===== config.mk =====
export PLATFORM = sky130hd
export DESIGN_NAME = mf3_queue
export DESIGN_NICKNAME = d
export VERILOG_FILES = /design/src/mf3_pkg.sv /design/src/mf3_queue.sv
export SDC_FILE = /design/constraint.sdc
export NUM_CORES = 1
export LEC_CHECK = 0
export BUFFER_PORTS_ARGS = -buffer_cell sky130_fd_sc_hd__buf_4
export CELL_PAD_IN_SITES_DETAIL_PLACEMENT = 1
export CELL_PAD_IN_SITES_GLOBAL_PLACEMENT = 2
export CORE_MARGIN = 2
export CORE_UTILIZATION = 40
export CTS_CLUSTER_DIAMETER = 200
export DETAILED_ROUTE_END_ITERATION = 8
export PLACE_DENSITY_LB_ADDON = 0.1
export SYNTH_ARGS = -nofsm -noshare
export SYNTH_HDL_FRONTEND = slang
export SYNTH_SLANG_ARGS = --single-unit

===== constraint.sdc =====
create_clock -name aclk -period 4.7 [get_ports aclk]
set_input_delay 0.47 -clock aclk [delete_from_list [all_inputs] [get_ports aclk]]
set_output_delay 0.47 -clock aclk [all_outputs]
set_load 0.1 [all_outputs]

===== src/mf3_pkg.sv =====
// shared types and constants for the 3x3 median filter
// no dependencies; used by every module of the block
`timescale 1ns / 1ps

package mf3_pkg;

    localparam int MAX_WIDTH_DEF = 4096;
    localparam int MAX_HEIGHT    = 4096;

    localparam int CFG_W   = 13;
    localparam int PIX_W   = 8;
    localparam int COORD_W = 12;

    localparam logic [CFG_W-1:0] WIDTH_RST  = 13'd640;
    localparam logic [CFG_W-1:0] HEIGHT_RST = 13'd480;

    localparam logic [0:0] REG_FRAME_WIDTH  = 1'b0;
    localparam logic [0:0] REG_FRAME_HEIGHT = 1'b1;

    localparam int QUEUE_DEPTH = 4;
    localparam int QPTR_W      = $clog2(QUEUE_DEPTH);
    localparam int QCNT_W      = $clog2(QUEUE_DEPTH + 1);

    // one full neighborhood plus the centre coordinates and end-of-frame flag
    typedef struct packed {
        logic [8:0][PIX_W-1:0] win;
        logic [COORD_W-1:0]    row;
        logic [COORD_W-1:0]    col;
        logic                  eof;
    } win_item_t;

    typedef struct packed {
        logic      valid;
        win_item_t item;
    } win_req_t;

endpackage


===== src/mf3_queue.sv =====
// short window queue between the front end and the sorting network
// depends on mf3_pkg
`timescale 1ns / 1ps

module mf3_queue (
    input  logic                       aclk,
    input  logic                       aresetn,
    input  mf3_pkg::win_req_t          push,
    input  logic                       pop,
    output mf3_pkg::win_req_t          head,
    output logic [mf3_pkg::QCNT_W-1:0] count
);

    localparam int DEPTH = mf3_pkg::QUEUE_DEPTH;
    localparam int PW    = mf3_pkg::QPTR_W;
    localparam int NW    = mf3_pkg::QCNT_W;

    mf3_pkg::win_item_t q_mem [DEPTH];
    logic [PW-1:0] wr_ptr_reg, rd_ptr_reg;
    logic [NW-1:0] count_reg, count_next;

    always_comb begin
        count_next = count_reg;
        if (push.valid && !pop) begin
            count_next = count_reg + NW'(1);
        end else if (!push.valid && pop) begin
            count_next = count_reg - NW'(1);
        end
    end

    always_ff @(posedge aclk) begin
        if (!aresetn) begin
            wr_ptr_reg <= '0;
            rd_ptr_reg <= '0;
            count_reg  <= '0;
        end else begin
            count_reg <= count_next;
            if (push.valid) begin
                wr_ptr_reg <= (wr_ptr_reg == PW'(DEPTH - 1)) ? '0 : wr_ptr_reg + PW'(1);
            end
            if (pop) begin
                rd_ptr_reg <= (rd_ptr_reg == PW'(DEPTH - 1)) ? '0 : rd_ptr_reg + PW'(1);
            end
        end
    end

    always_ff @(posedge aclk) begin
        if (push.valid) begin
            q_mem[wr_ptr_reg] <= push.item;
        end
    end

    assign head.valid = (count_reg != '0);
    assign head.item  = q_mem[rd_ptr_reg];
    assign count      = count_reg;

    // front end holds off intake early enough that the queue never overflows
    a_no_overflow: assert property (@(posedge aclk) disable iff (!aresetn)
        push.valid |-> count_reg < NW'(DEPTH))
        else $error("window queue overflow");

    a_no_underflow: assert property (@(posedge aclk) disable iff (!aresetn)
        pop |-> count_reg != '0)
        else $error("window queue underflow");

    a_push_lands: assert property (@(posedge aclk) disable iff (!aresetn)
        (push.valid && !pop) |=> head.valid)
        else $error("pushed item not visible at queue head");

endmodule


==> flow_summary.yaml <==
yosys:
  ys_warn_count: 0
  syn_nets: 658
  synth.top_cell.area_share: 0.807
  ys_ff_latch: 397
  yosysUniqueCellTypes: 21
  syn_avg_cell_area_um2: 26.2
  mappedNetlistArea_um2: 14400
  yosysTopAreaCell: "edfxtp_1"
  netlist_instances: 550
  yosysSeqAreaShare: 0.820
  yosys-top-cells-area: "edfxtp_1, mux4_2, dfxtp_1"
hold_path:
  min_from: "push[86]"
  min_path_type: "primary input to flop"
place:
  dpl.hpwl_um: 18200
  gp_congestion: 0.680
  place_area_um2: 16500
  io_buffers: 201
clocking:
  holdBufCountCts: 0
  cts_setup_buffers: 0
  cts.clk_slew.worst_paths_ps: 60
  cts_tree: "yes"
  clk_latency_ps: 540
  clockBufferDepth: 3
  cts_buffers: 42
  clock_sinks: 397
  cts.repair.resized: 0
  cts-htree-levels: 2
  cts-root-buf: "clkbuf_16"
timing:
  min_period_ps: 3140
  finalHoldViolCount: 0
  period_share: 0.668
  final.setup.tns_ps: 0
  setup_viol: 0
  fmax_mhz: 319
  tightest_slew_ps: 936
  drv_slew: 0
  slew_headroom: 0.376
  skew_ps: 15.8
  rsz0062_at_grt: "false"
route:
  drc_errors: 0
  firstDrtPassIters: 4
  drt_wl_total_um: 29800
  via_per_inst: 5.09
  drt_iter0_markers: 382
  vias: 6515
  wl_per_cell_um: 23.3
  postRouteAntennaNets: 0
global_routing:
  globalRouteOverflowTotal: 0
  track_usage: 0.161
  antenna_found_initial: 2
  grt_max_degree: 58
  grt_pass1_wl_um: 45900
  grt_pass1_vias: 7381
setup_path:
  endpoint_kind: "output port"
  worst-setup-path-type: "flop to output port"
  cp_max_fo: 50
  arrival_ps: 2670
  setup.worst_path.start_class: "flop"
  r2r-start: "wr_ptr_reg[0]$_SDFFE_PN0P_"
  critical_path_required_ps: 4230
layout:
  largest_reg_flops: 388
  drive_gt1_frac: 0.450
  syn2layout_area_growth_pct: 23.2
  final_cell_mix: "edfxtp_1, buf_4, mux4_2, clkbuf_16, clkinv_1"
  stdcell_area_um2: 17800
  layout.nets: 892
  post-route-util: 0.500
  final_common_cell: "edfxtp_1"
power:
  power_leakage_uw: 0.00597
  cellPowerDensity_nw_per_um2: 492
  peakVddDrop_uv: 342
status:
  status: "finished, final reports clean"
floorplan:
  fp.dieW_um: 194
  dieArea_um2: 37600
  initial_core_util: 0.406
  die_height_um: 194
  design.core.area_um2: 35600
  io_pins: 202
  fp-row-count: 69
flow_run:
  maxCapViolCount: 0
power by group:
part           switching (uW)  internal (uW)  total (uW)
sequential               62.9           4060        4120
combinational            1170            385        1560
clock                    1280           1790        3070
total                    2520           6230        8750
cell families (layout without fill, tap and decap cells):
group / count (synthesis) / after routing / share of synthesized area
AOI/OAI and AO/OA: 3 / 3 / 0.00139
xor gates and xnor gates: 2 / 2 / 0.00121
adders and majority gates: 7 / 7 / 0.00659
buffers and inverters: 26 / 294 / 0.0114
DFF: 397 / 397 / 0.820
muxes: 101 / 101 / 0.154
other: 0 / 1 / 0
and+or+nand+nor: 14 / 14 / 0.00581
area by class of cell:
type | count | area (um^2)
diodes | 1 | 2.50
clock buffers | 55 | 1160
clock inverters | 23 | 121
fillers | 3167 | 17800
inverters | 4 | 15.0
multi-input cells | 127 | 2450
flip-flops and latches | 397 | 11800
well taps | 461 | 577
repair buffers | 212 | 1620
critical path, stage by stage, from the launching register on:
cell and delay [ps]:
dfxtp_4 760, buf_12 430, mux4_2 590, buf_4 250
path summary, 6_finish.rpt:
check,to,slack [ps],cells past startpoint
worst max-delay path,head[27],1560,3
worst min-delay path,q_mem[2][86]$_DFFE_PP_,130,1
worst max register to register,q_mem[3][8]$_DFFE_PP_,2480,3
worst min register to register,count[2]$_SDFFE_PN0P_,540,2
synth_stat cells:
cell type	number
dfxtp_1	9
and2_1	5
buf_6	1
o21a_1	1
nor2b_1	5
xor2_1	1
clkbuf_1	6
o21ai_0	1
or3_1	2
buf_2	11
a21boi_0	1
mux2i_1	4
buf_8	4
mux4_2	97
nor2_1	1
ha_1	6
edfxtp_1	388
xnor2_1	1
inv_1	4
fa_1	1
nor3_1	1
metal layers:
| metal | up-vias | share of wire | track usage |
|---|---|---|---|
| met2 | 198 | 0.50 | 0.261 |
| met1 | 3423 | 0.41 | 0.210 |
| li1 | 2847 | - | - |
| met4 | 0 | 0.025 | 0.0505 |
| met5 | - | 0 | 0 |
| met3 | 47 | 0.069 | 0.0485 |
stage by stage:
stage | worst slack (ps) | total power (uW) | hold slack, ps | instances
5_1_grt | 1330 | 9050 | 110 | 1279
2_1_floorplan | 1440 | 5380 | 512 | 550
3_5_place_dp | 2010 | 5780 | 533 | 1201
6_report | 1560 | 8750 | 134 | 1280
4_1_cts | 1440 | 8880 | 105 | 1279
3_3_place_gp | 2030 | 5750 | 491 | 1201
(Power assumes the default switching activity.)
