==> config.mk <==
export PLATFORM = sky130hd
export DESIGN_NAME = mf3_sort
export DESIGN_NICKNAME = d
export VERILOG_FILES = /design/src/mf3_pkg.sv /design/src/mf3_sort.sv
export SDC_FILE = /design/constraint.sdc
export NUM_CORES = 1
export LEC_CHECK = 0
export BUFFER_PORTS_ARGS = -buffer_cell sky130_fd_sc_hd__buf_2
export CAP_MARGIN = 20
export CORE_ASPECT_RATIO = 0.7
export CORE_MARGIN = 2
export CORE_UTILIZATION = 49
export DETAILED_ROUTE_END_ITERATION = 10
export PLACE_DENSITY_LB_ADDON = 0.08
export SYNTH_ARGS = -nofsm -noshare
export SYNTH_HDL_FRONTEND = slang
export SYNTH_SLANG_ARGS = --single-unit
==> constraint.sdc <==
create_clock -name aclk -period 8.6 [get_ports aclk]
set_clock_uncertainty 0.05 [all_clocks]
set_input_delay 0.43 -clock aclk [delete_from_list [all_inputs] [get_ports aclk]]
set_output_delay 0.43 -clock aclk [all_outputs]
set_load 0.02 [all_outputs]
==> src/mf3_pkg.sv <==
// shared types and constants for the 3x3 median filter
// no dependencies; used by every module of the block
`timescale 1ns / 1ps

package mf3_pkg;

    localparam int MAX_WIDTH_DEF = 4096;
    localparam int MAX_HEIGHT    = 4096;

    localparam int CFG_W   = 13;
    localparam int PIX_W   = 8;
    localparam int COORD_W = 12;

    localparam logic [CFG_W-1:0] WIDTH_RST  = 13'd640;
    localparam logic [CFG_W-1:0] HEIGHT_RST = 13'd480;

    localparam logic [0:0] REG_FRAME_WIDTH  = 1'b0;
    localparam logic [0:0] REG_FRAME_HEIGHT = 1'b1;

    localparam int QUEUE_DEPTH = 4;
    localparam int QPTR_W      = $clog2(QUEUE_DEPTH);
    localparam int QCNT_W      = $clog2(QUEUE_DEPTH + 1);

    // one full neighborhood plus the centre coordinates and end-of-frame flag
    typedef struct packed {
        logic [8:0][PIX_W-1:0] win;
        logic [COORD_W-1:0]    row;
        logic [COORD_W-1:0]    col;
        logic                  eof;
    } win_item_t;

    typedef struct packed {
        logic      valid;
        win_item_t item;
    } win_req_t;

endpackage

==> src/mf3_sort.sv <==
// back end: pipelined median-of-nine network and output register
// depends on mf3_pkg; drains mf3_queue
`timescale 1ns / 1ps

module mf3_sort (
    input  logic                         aclk,
    input  logic                         aresetn,
    input  mf3_pkg::win_req_t            head,
    output logic                         pop,
    output logic                         m_tvalid,
    input  logic                         m_tready,
    output logic [mf3_pkg::PIX_W-1:0]    median,
    output logic [mf3_pkg::COORD_W-1:0]  centre_row,
    output logic [mf3_pkg::COORD_W-1:0]  centre_col,
    output logic                         end_of_frame
);

    localparam int PW = mf3_pkg::PIX_W;
    localparam int RW = mf3_pkg::COORD_W;

    function automatic logic [PW-1:0] min2(input logic [PW-1:0] a, input logic [PW-1:0] b);
        return (a < b) ? a : b;
    endfunction

    function automatic logic [PW-1:0] max2(input logic [PW-1:0] a, input logic [PW-1:0] b);
        return (a < b) ? b : a;
    endfunction

    function automatic logic [PW-1:0] med3(input logic [PW-1:0] a, input logic [PW-1:0] b,
                                           input logic [PW-1:0] c);
        return max2(min2(a, b), min2(max2(a, b), c));
    endfunction

    logic en;

    logic                  s1_valid_reg;
    logic [2:0][PW-1:0]    s1_lo_reg, s1_md_reg, s1_hi_reg;
    logic [RW-1:0]         s1_row_reg, s1_col_reg;
    logic                  s1_eof_reg;

    logic                  s2_valid_reg;
    logic [PW-1:0]         s2_l_reg, s2_m_reg, s2_h_reg;
    logic [RW-1:0]         s2_row_reg, s2_col_reg;
    logic                  s2_eof_reg;

    logic                  out_valid_reg;
    logic [PW-1:0]         out_med_reg;
    logic [RW-1:0]         out_row_reg, out_col_reg;
    logic                  out_eof_reg;

    assign en  = !out_valid_reg || m_tready;
    assign pop = en && head.valid;

    always_ff @(posedge aclk) begin
        if (!aresetn) begin
            s1_valid_reg  <= 1'b0;
            s2_valid_reg  <= 1'b0;
            out_valid_reg <= 1'b0;
        end else if (en) begin
            s1_valid_reg  <= head.valid;
            s2_valid_reg  <= s1_valid_reg;
            out_valid_reg <= s2_valid_reg;
        end
    end

    // median of nine: sort each column, then max of lows, median of mids, min of highs, then median of those three
    always_ff @(posedge aclk) begin
        if (en) begin
            for (int k = 0; k < 3; k++) begin
                s1_lo_reg[k] <= min2(min2(head.item.win[3*k], head.item.win[3*k+1]),
                                     head.item.win[3*k+2]);
                s1_md_reg[k] <= med3(head.item.win[3*k], head.item.win[3*k+1],
                                     head.item.win[3*k+2]);
                s1_hi_reg[k] <= max2(max2(head.item.win[3*k], head.item.win[3*k+1]),
                                     head.item.win[3*k+2]);
            end
            s1_row_reg  <= head.item.row;
            s1_col_reg  <= head.item.col;
            s1_eof_reg  <= head.item.eof;

            s2_l_reg    <= max2(max2(s1_lo_reg[0], s1_lo_reg[1]), s1_lo_reg[2]);
            s2_m_reg    <= med3(s1_md_reg[0], s1_md_reg[1], s1_md_reg[2]);
            s2_h_reg    <= min2(min2(s1_hi_reg[0], s1_hi_reg[1]), s1_hi_reg[2]);
            s2_row_reg  <= s1_row_reg;
            s2_col_reg  <= s1_col_reg;
            s2_eof_reg  <= s1_eof_reg;

            out_med_reg <= med3(s2_l_reg, s2_m_reg, s2_h_reg);
            out_row_reg <= s2_row_reg;
            out_col_reg <= s2_col_reg;
            out_eof_reg <= s2_eof_reg;
        end
    end

    assign m_tvalid     = out_valid_reg;
    assign median       = out_med_reg;
    assign centre_row   = out_row_reg;
    assign centre_col   = out_col_reg;
    assign end_of_frame = out_eof_reg;

endmodule
==> results of run 1 <==
[cells by family (layout without fill, tap and decap cells)]
| group | after synthesis | count (layout) | synth area share (%) |
|---|---|---|---|
| buffers and inverters | 162 | 311 | 5.20 |
| adders and majority gates | 154 | 154 | 15.9 |
| muxes | 121 | 121 | 10.6 |
| DFF | 182 | 182 | 44.7 |
| and+or+nand+nor | 243 | 243 | 8.96 |
| AOI/OAI and AO/OA | 281 | 281 | 14.7 |
[through the flow]
stage	instances	setup WS [ps]	util (%)	power, mW
finish	1617	2250	56.3	5.18
global route	1617	1770	56.3	5.63
CTS	1613	2080	56.1	5.18
detailed placement	1581	1740	53.7	4.36
global placement	1581	1780	53.7	4.30
floorplan	1143	1970	-	3.68
[power breakdown]
group	total (mW)	switching [mW]	internal, mW
sequential	1.51	0.165	1.34
combinational	2.88	1.65	1.23
clock	0.792	0.354	0.438
[cell usage in the layout (no fill, tap or decap), types with 45 or more instances in the layout]
| master | count |
|---|---|
| edfxtp_1 | 179 |
| ha_1 | 154 |
| inv_1 | 135 |
| buf_2 | 135 |
| nand2_1 | 86 |
| nor2_1 | 82 |
| a21oi_1 | 74 |
| mux2i_1 | 64 |
| o21ai_1 | 56 |
| o21ai_0 | 45 |
[layout make-up]
cell class | instances | area share (%)
multi-input cells | 799 | 44.2
flip-flops and latches | 182 | 39.4
repair buffers | 144 | 5.49
inverters | 135 | 3.67
clock buffers | 18 | 3.11
well taps | 325 | 2.95
clock inverters | 14 | 1.21
[worst reg2reg max path, stage by stage, from the launching register on]
cell	delay, ps
edfxtp_1	530
ha_1	360
a21oi_1	160
o21ai_1	100
a21oi_2	750
mux2_2	450
ha_1	300
a21oi_1	130
nor2_1	60
a211oi_1	490
o31a_1	340
a31oi_4	120
mux2i_1	220
ha_1	320
and3_1	200
o211ai_1	120
or4_1	480
a21oi_1	140
a221oi_1	100
o21ai_1	150
buf_4	240
a211oi_1	70
nor3_1	230
[layer usage]
| layer | GRT usage [%] | vias to the layer above | share of wire, % |
|---|---|---|---|
| met4 | 3.90 | 0 | 0.67 |
| met5 | 0 | - | 0 |
| met3 | 4.38 | 9 | 5.5 |
| met1 | 34.9 | 4106 | 54 |
| li1 | - | 4489 | - |
| met2 | 29.9 | 192 | 40 |
[how the worst max path moves through the flow]
stage / depth (start not counted) / endpoint / startpoint
2_1_floorplan: 3 / pop / m_tready
3_3_place_gp: 19 / s1_md_reg[15] / head[64]
3_5_place_dp: 21 / s1_md_reg[15] / head[60]
4_1_cts: 21 / s2_m_reg[0] / s1_md_reg[5]
5_1_grt: 24 / s1_md_reg[0] / head[38]
6_report: 24 / s1_md_reg[0] / head[36]
==> results.toml, run 1 <==
[job]
maxCapViolCount = 0

[routing]
drt-total-wl_um = 27500
wl_per_cell_um = 17.0
drc = 0
vias = 8796
dr.pass1.iters = 5
detail-route-antenna-nets = 0
initialDrtViolationCount = 773
routed_via_density = 5.44

[global_route]
antenna_found_initial = 0
gr-total-overflow = 0
grtUsageTotal_pct = 21.7
grt_pass1_wl_um = 43000
first_global_vias = 8135
grt_start_max_net_pins = 78

[pwr]
peakVddDrop_mv = 0.243
static-leakage-power_nw = 6.40
power.density_mw_per_mm2 = 375

[cells_and_area]
drive_above_1_share_pct = 18.3
num-fill-cells = 2174
fin_area_mm2 = 0.0138
regArea_mm2 = 0.00544
nets = 1534
multi_input_area_mm2 = 0.00610
diodes = 0
area_delta_synth_final_pct = 13.5

[setup_path]
ff2ff_path_depth = 22
crit-reg2reg-launch = "s1_md_reg[5]"
end_kind = "register"
crit_type = "input port to register"
slowest_delay_ps = 550
rrSetupSlack_ps = 2320
path_delay_family = "compound AO/OA/AOI/OAI gates"
required_ps = 8740
worst-path-buf-inv = 4
crit_path_frequent_cell = "ha_1"
critPathSlowestCell = "nor2_1"
critPathArrivalTime_ps = 6490
path_cells = "buf_2 > inv_1 > ha_1 > a21oi_1 > a31oi_1 > nor2_1 > buf_4 > mux2_2 > ha_1 > a211oi_1 > o21bai_1 > nor4b_1 > o21ai_1 > o21ai_2 > buf_4 > mux2i_1 > ha_1 > a21o_1 > a21o_1 > a221oi_1 > nor2b_1 > a32oi_2 > mux2i_1 > o221a_1"
worstPathMaxFanout = 17
critPathLaunchType = "input port"
reg2reg_to = "s2_m_reg[0]"

[synth]
syn_area_mm2 = 0.0122
synth_edf_count = 179
ys_seq_area_share_pct = 44.7
synth_top_area_cell = "edfxtp_1"
syn-num-nets = 1398
synthTopCellsByArea = "edfxtp_1 44%, ha_1 16%, mux2i_1 5.3%"
synth_top_flop_cell = "edfxtp_1"
synth.most_common_cell = "edfxtp_1"
syn_area_per_cell_um2 = 10.6
async_flop_share_pct = 0
synth_cell_types = 64
netlist_instances = 1143
synth_common_cells = "179 x edfxtp_1, 154 x ha_1, 135 x inv_1"
synth_top_area_share_pct = 44.2
ys_warn_count = 0
synth_seq_cells = 182

[die]
die-area_mm2 = 0.0261
fp-row-count = 48
die_h_um = 136
ioPinCount = 136
core_region_area_mm2 = 0.0245
start_util_pct = 49.6
die_w_um = 192

[run_status]
outcome = "completed"

[sta]
whs_ps = 113
rsz0062_at_grt = "false"
tightest_slew_ps = 1160
layout_min_cycle_time_ps = 6350
max-slew-margin-rel_pct = 22.9
setup_viol = 0
hold_viol = 0
tns_ps = 0
finalCritPeriodShare_pct = 73.8
timing.fmax_ghz = 0.158
slew_viol_final = 0

[clocking]
clk_pin_slew_ps = 70
clk-insertion-delay-late_ps = 430
ctsResizeCount = 0
root_buffer = "clkbuf_16"
h-tree-depth = 4
cts_hold_buf = 0
cts_tree = "done"
clk_path_buf_depth = 2
cts.sinks = 182
cts-buffers-inserted = 17
post_cts_buffers = 0

[placed_design]
gp_congestion = 0.877
place_hpwl_um = 22000
io_buffers = 135
place_area_mm2 = 0.0132

[hold_path]
holdCritPathClass = "input port to register"
holdCritStartpoint = "head[15]"
hold-path-cell-count = 1
hold_end = "s1_row_reg[2]"
No activity file was read; power rests on OpenSTA's default activity.
==> run 2: changes to the inputs <==
Clock period 8.6 ns to 5.8 ns, I/O delays scaled along.
==> results.toml, run 2 (synthesis gave the netlist of run 1 again) <==
[clocking]
cts.sinks = 182
clk_pin_slew_ps = 70
cts_tree = "done"
cts-buffers-inserted = 17
root_buffer = "clkbuf_16"
clk-insertion-delay-late_ps = 430
h-tree-depth = 4
clk_path_buf_depth = 2

[setup_path]
path_cells = "ha_1 > nand2_1 > o21ai_1 > a21oi_4 > buf_4 > mux2_2 > ha_1 > nand4_1 > o31a_1 > a31oi_4 > mux2i_1 > ha_1 > and3_1 > o211ai_1 > or4_1 > a21oi_1 > a221oi_1 > o21ai_2 > buf_4 > mux2i_1"
crit-reg2reg-launch = "s1_md_reg[7]"
end_kind = "register"
worstPathMaxFanout = 8
critPathLaunchType = "register"
slowest_delay_ps = 530
critPathArrivalTime_ps = 5640
critPathSlowestCell = "edfxtp_1"
required_ps = 6020
crit_type = "register to register"
rrSetupSlack_ps = 380
crit_path_frequent_cell = "ha_1"
critPathLaunch = "s1_md_reg[7]"

[run_status]
outcome = "completed"

[cells_and_area]
layout_common_cells = "179 x edfxtp_1, 154 x ha_1, 135 x inv_1, 135 x buf_2, 86 x nand2_1"
drive_above_1_share_pct = 19.6
final_common_cell = "edfxtp_1"
area_delta_synth_final_pct = 17.2
nets = 1581
finish.utilization_pct = 58.1

[placed_design]
gp_congestion = 0.915
place_hpwl_um = 21900
io_buffers = 135

[pwr]
static-leakage-power_nw = 6.61
peakVddDrop_mv = 0.386
power.density_mw_per_mm2 = 556

[hold_path]
holdCritStartpoint = "aresetn"
holdCritPathClass = "input port to register"

[routing]
vias = 8870
detail-route-antenna-nets = 0
wl_per_cell_um = 16.6
drc = 0
routed_via_density = 5.33
initialDrtViolationCount = 641
drt-total-wl_um = 27700
dr.pass1.iters = 6

[global_route]
grtUsageTotal_pct = 21.9
gr-total-overflow = 0
first_global_vias = 8253
antenna_found_initial = 0
grt_pass1_wl_um = 43400
grt_start_max_net_pins = 166

[sta]
slew_viol_final = 0
tns_ps = 0
setup_viol = 0
max-slew-margin-rel_pct = 36.2
timing.fmax_ghz = 0.184
tightest_slew_ps = 957
hold_viol = 0
finalCritPeriodShare_pct = 93.5
rsz0062_at_grt = "false"
layout_min_cycle_time_ps = 5420

[die]
die-area_mm2 = 0.0261
core_region_area_mm2 = 0.0245
fp-row-count = 48
die_h_um = 136
die_w_um = 192
ioPinCount = 136
start_util_pct = 49.6

[job]
maxCapViolCount = 0
run 2: repair_timing:
action	CTS	global route
hold buffers	25	0
buffers inserted	0	3
resized for setup	0	5
endpoints found under the setup margin	0	13
endpoints found under the hold margin	25	0
run 2: area by class of cell:
cell class	count	area [um2]
clock buffers	18	439
well taps	325	407
repair buffers	190	1160
clock inverters	14	156
diodes	1	2.50
inverters	135	507
fillers	2095	10300
multi-input cells	800	6130
flip-flops and latches	182	5440
run 2: metal layers:
layer	share of wire (%)	vias to the layer above	GRT usage, %
li1	-	4588	-
met4	0.48	0	3.82
met5	0	-	0
met3	5.1	8	4.14
met1	54	4096	35.5
met2	40	178	30.2
run 2: per-stage QoR:
step	power (mW)	cells	hold slack, ps	area, um2	setup WS [ps]
5_1_grt	8.62	1664	45.0	14200	40.0
6_report	7.92	1665	49.1	14200	375
4_1_cts	7.86	1660	38.9	14200	122
3_3_place_gp	6.56	1603	350	13300	202
2_1_floorplan	5.45	1143	339	12200	441
3_5_place_dp	6.66	1603	355	13300	36.8
run 2: path summary, 6_finish.rpt:
kind / endpoint / cells after the start
max: s2_m_reg[6] / 20
min: s1_valid_reg / 2
max reg2reg: s2_m_reg[6] / 20
min reg2reg: end_of_frame / 0
run 2: power by group:
group	total, mW	switching (mW)	internal (mW)
logic	4.54	2.55	1.99
registers	2.22	0.235	1.99
clock network	1.15	0.529	0.624
run 2: worst max-delay path: cells and delay by family, from the launching register on:
kind	cells	cell delay, ps
adders and majority gates	3	1010
buffers and inverters	2	360
and+or+nand+nor	4	990
muxes	3	730
DFF	1	530
AOI/OAI and AO/OA	8	1600
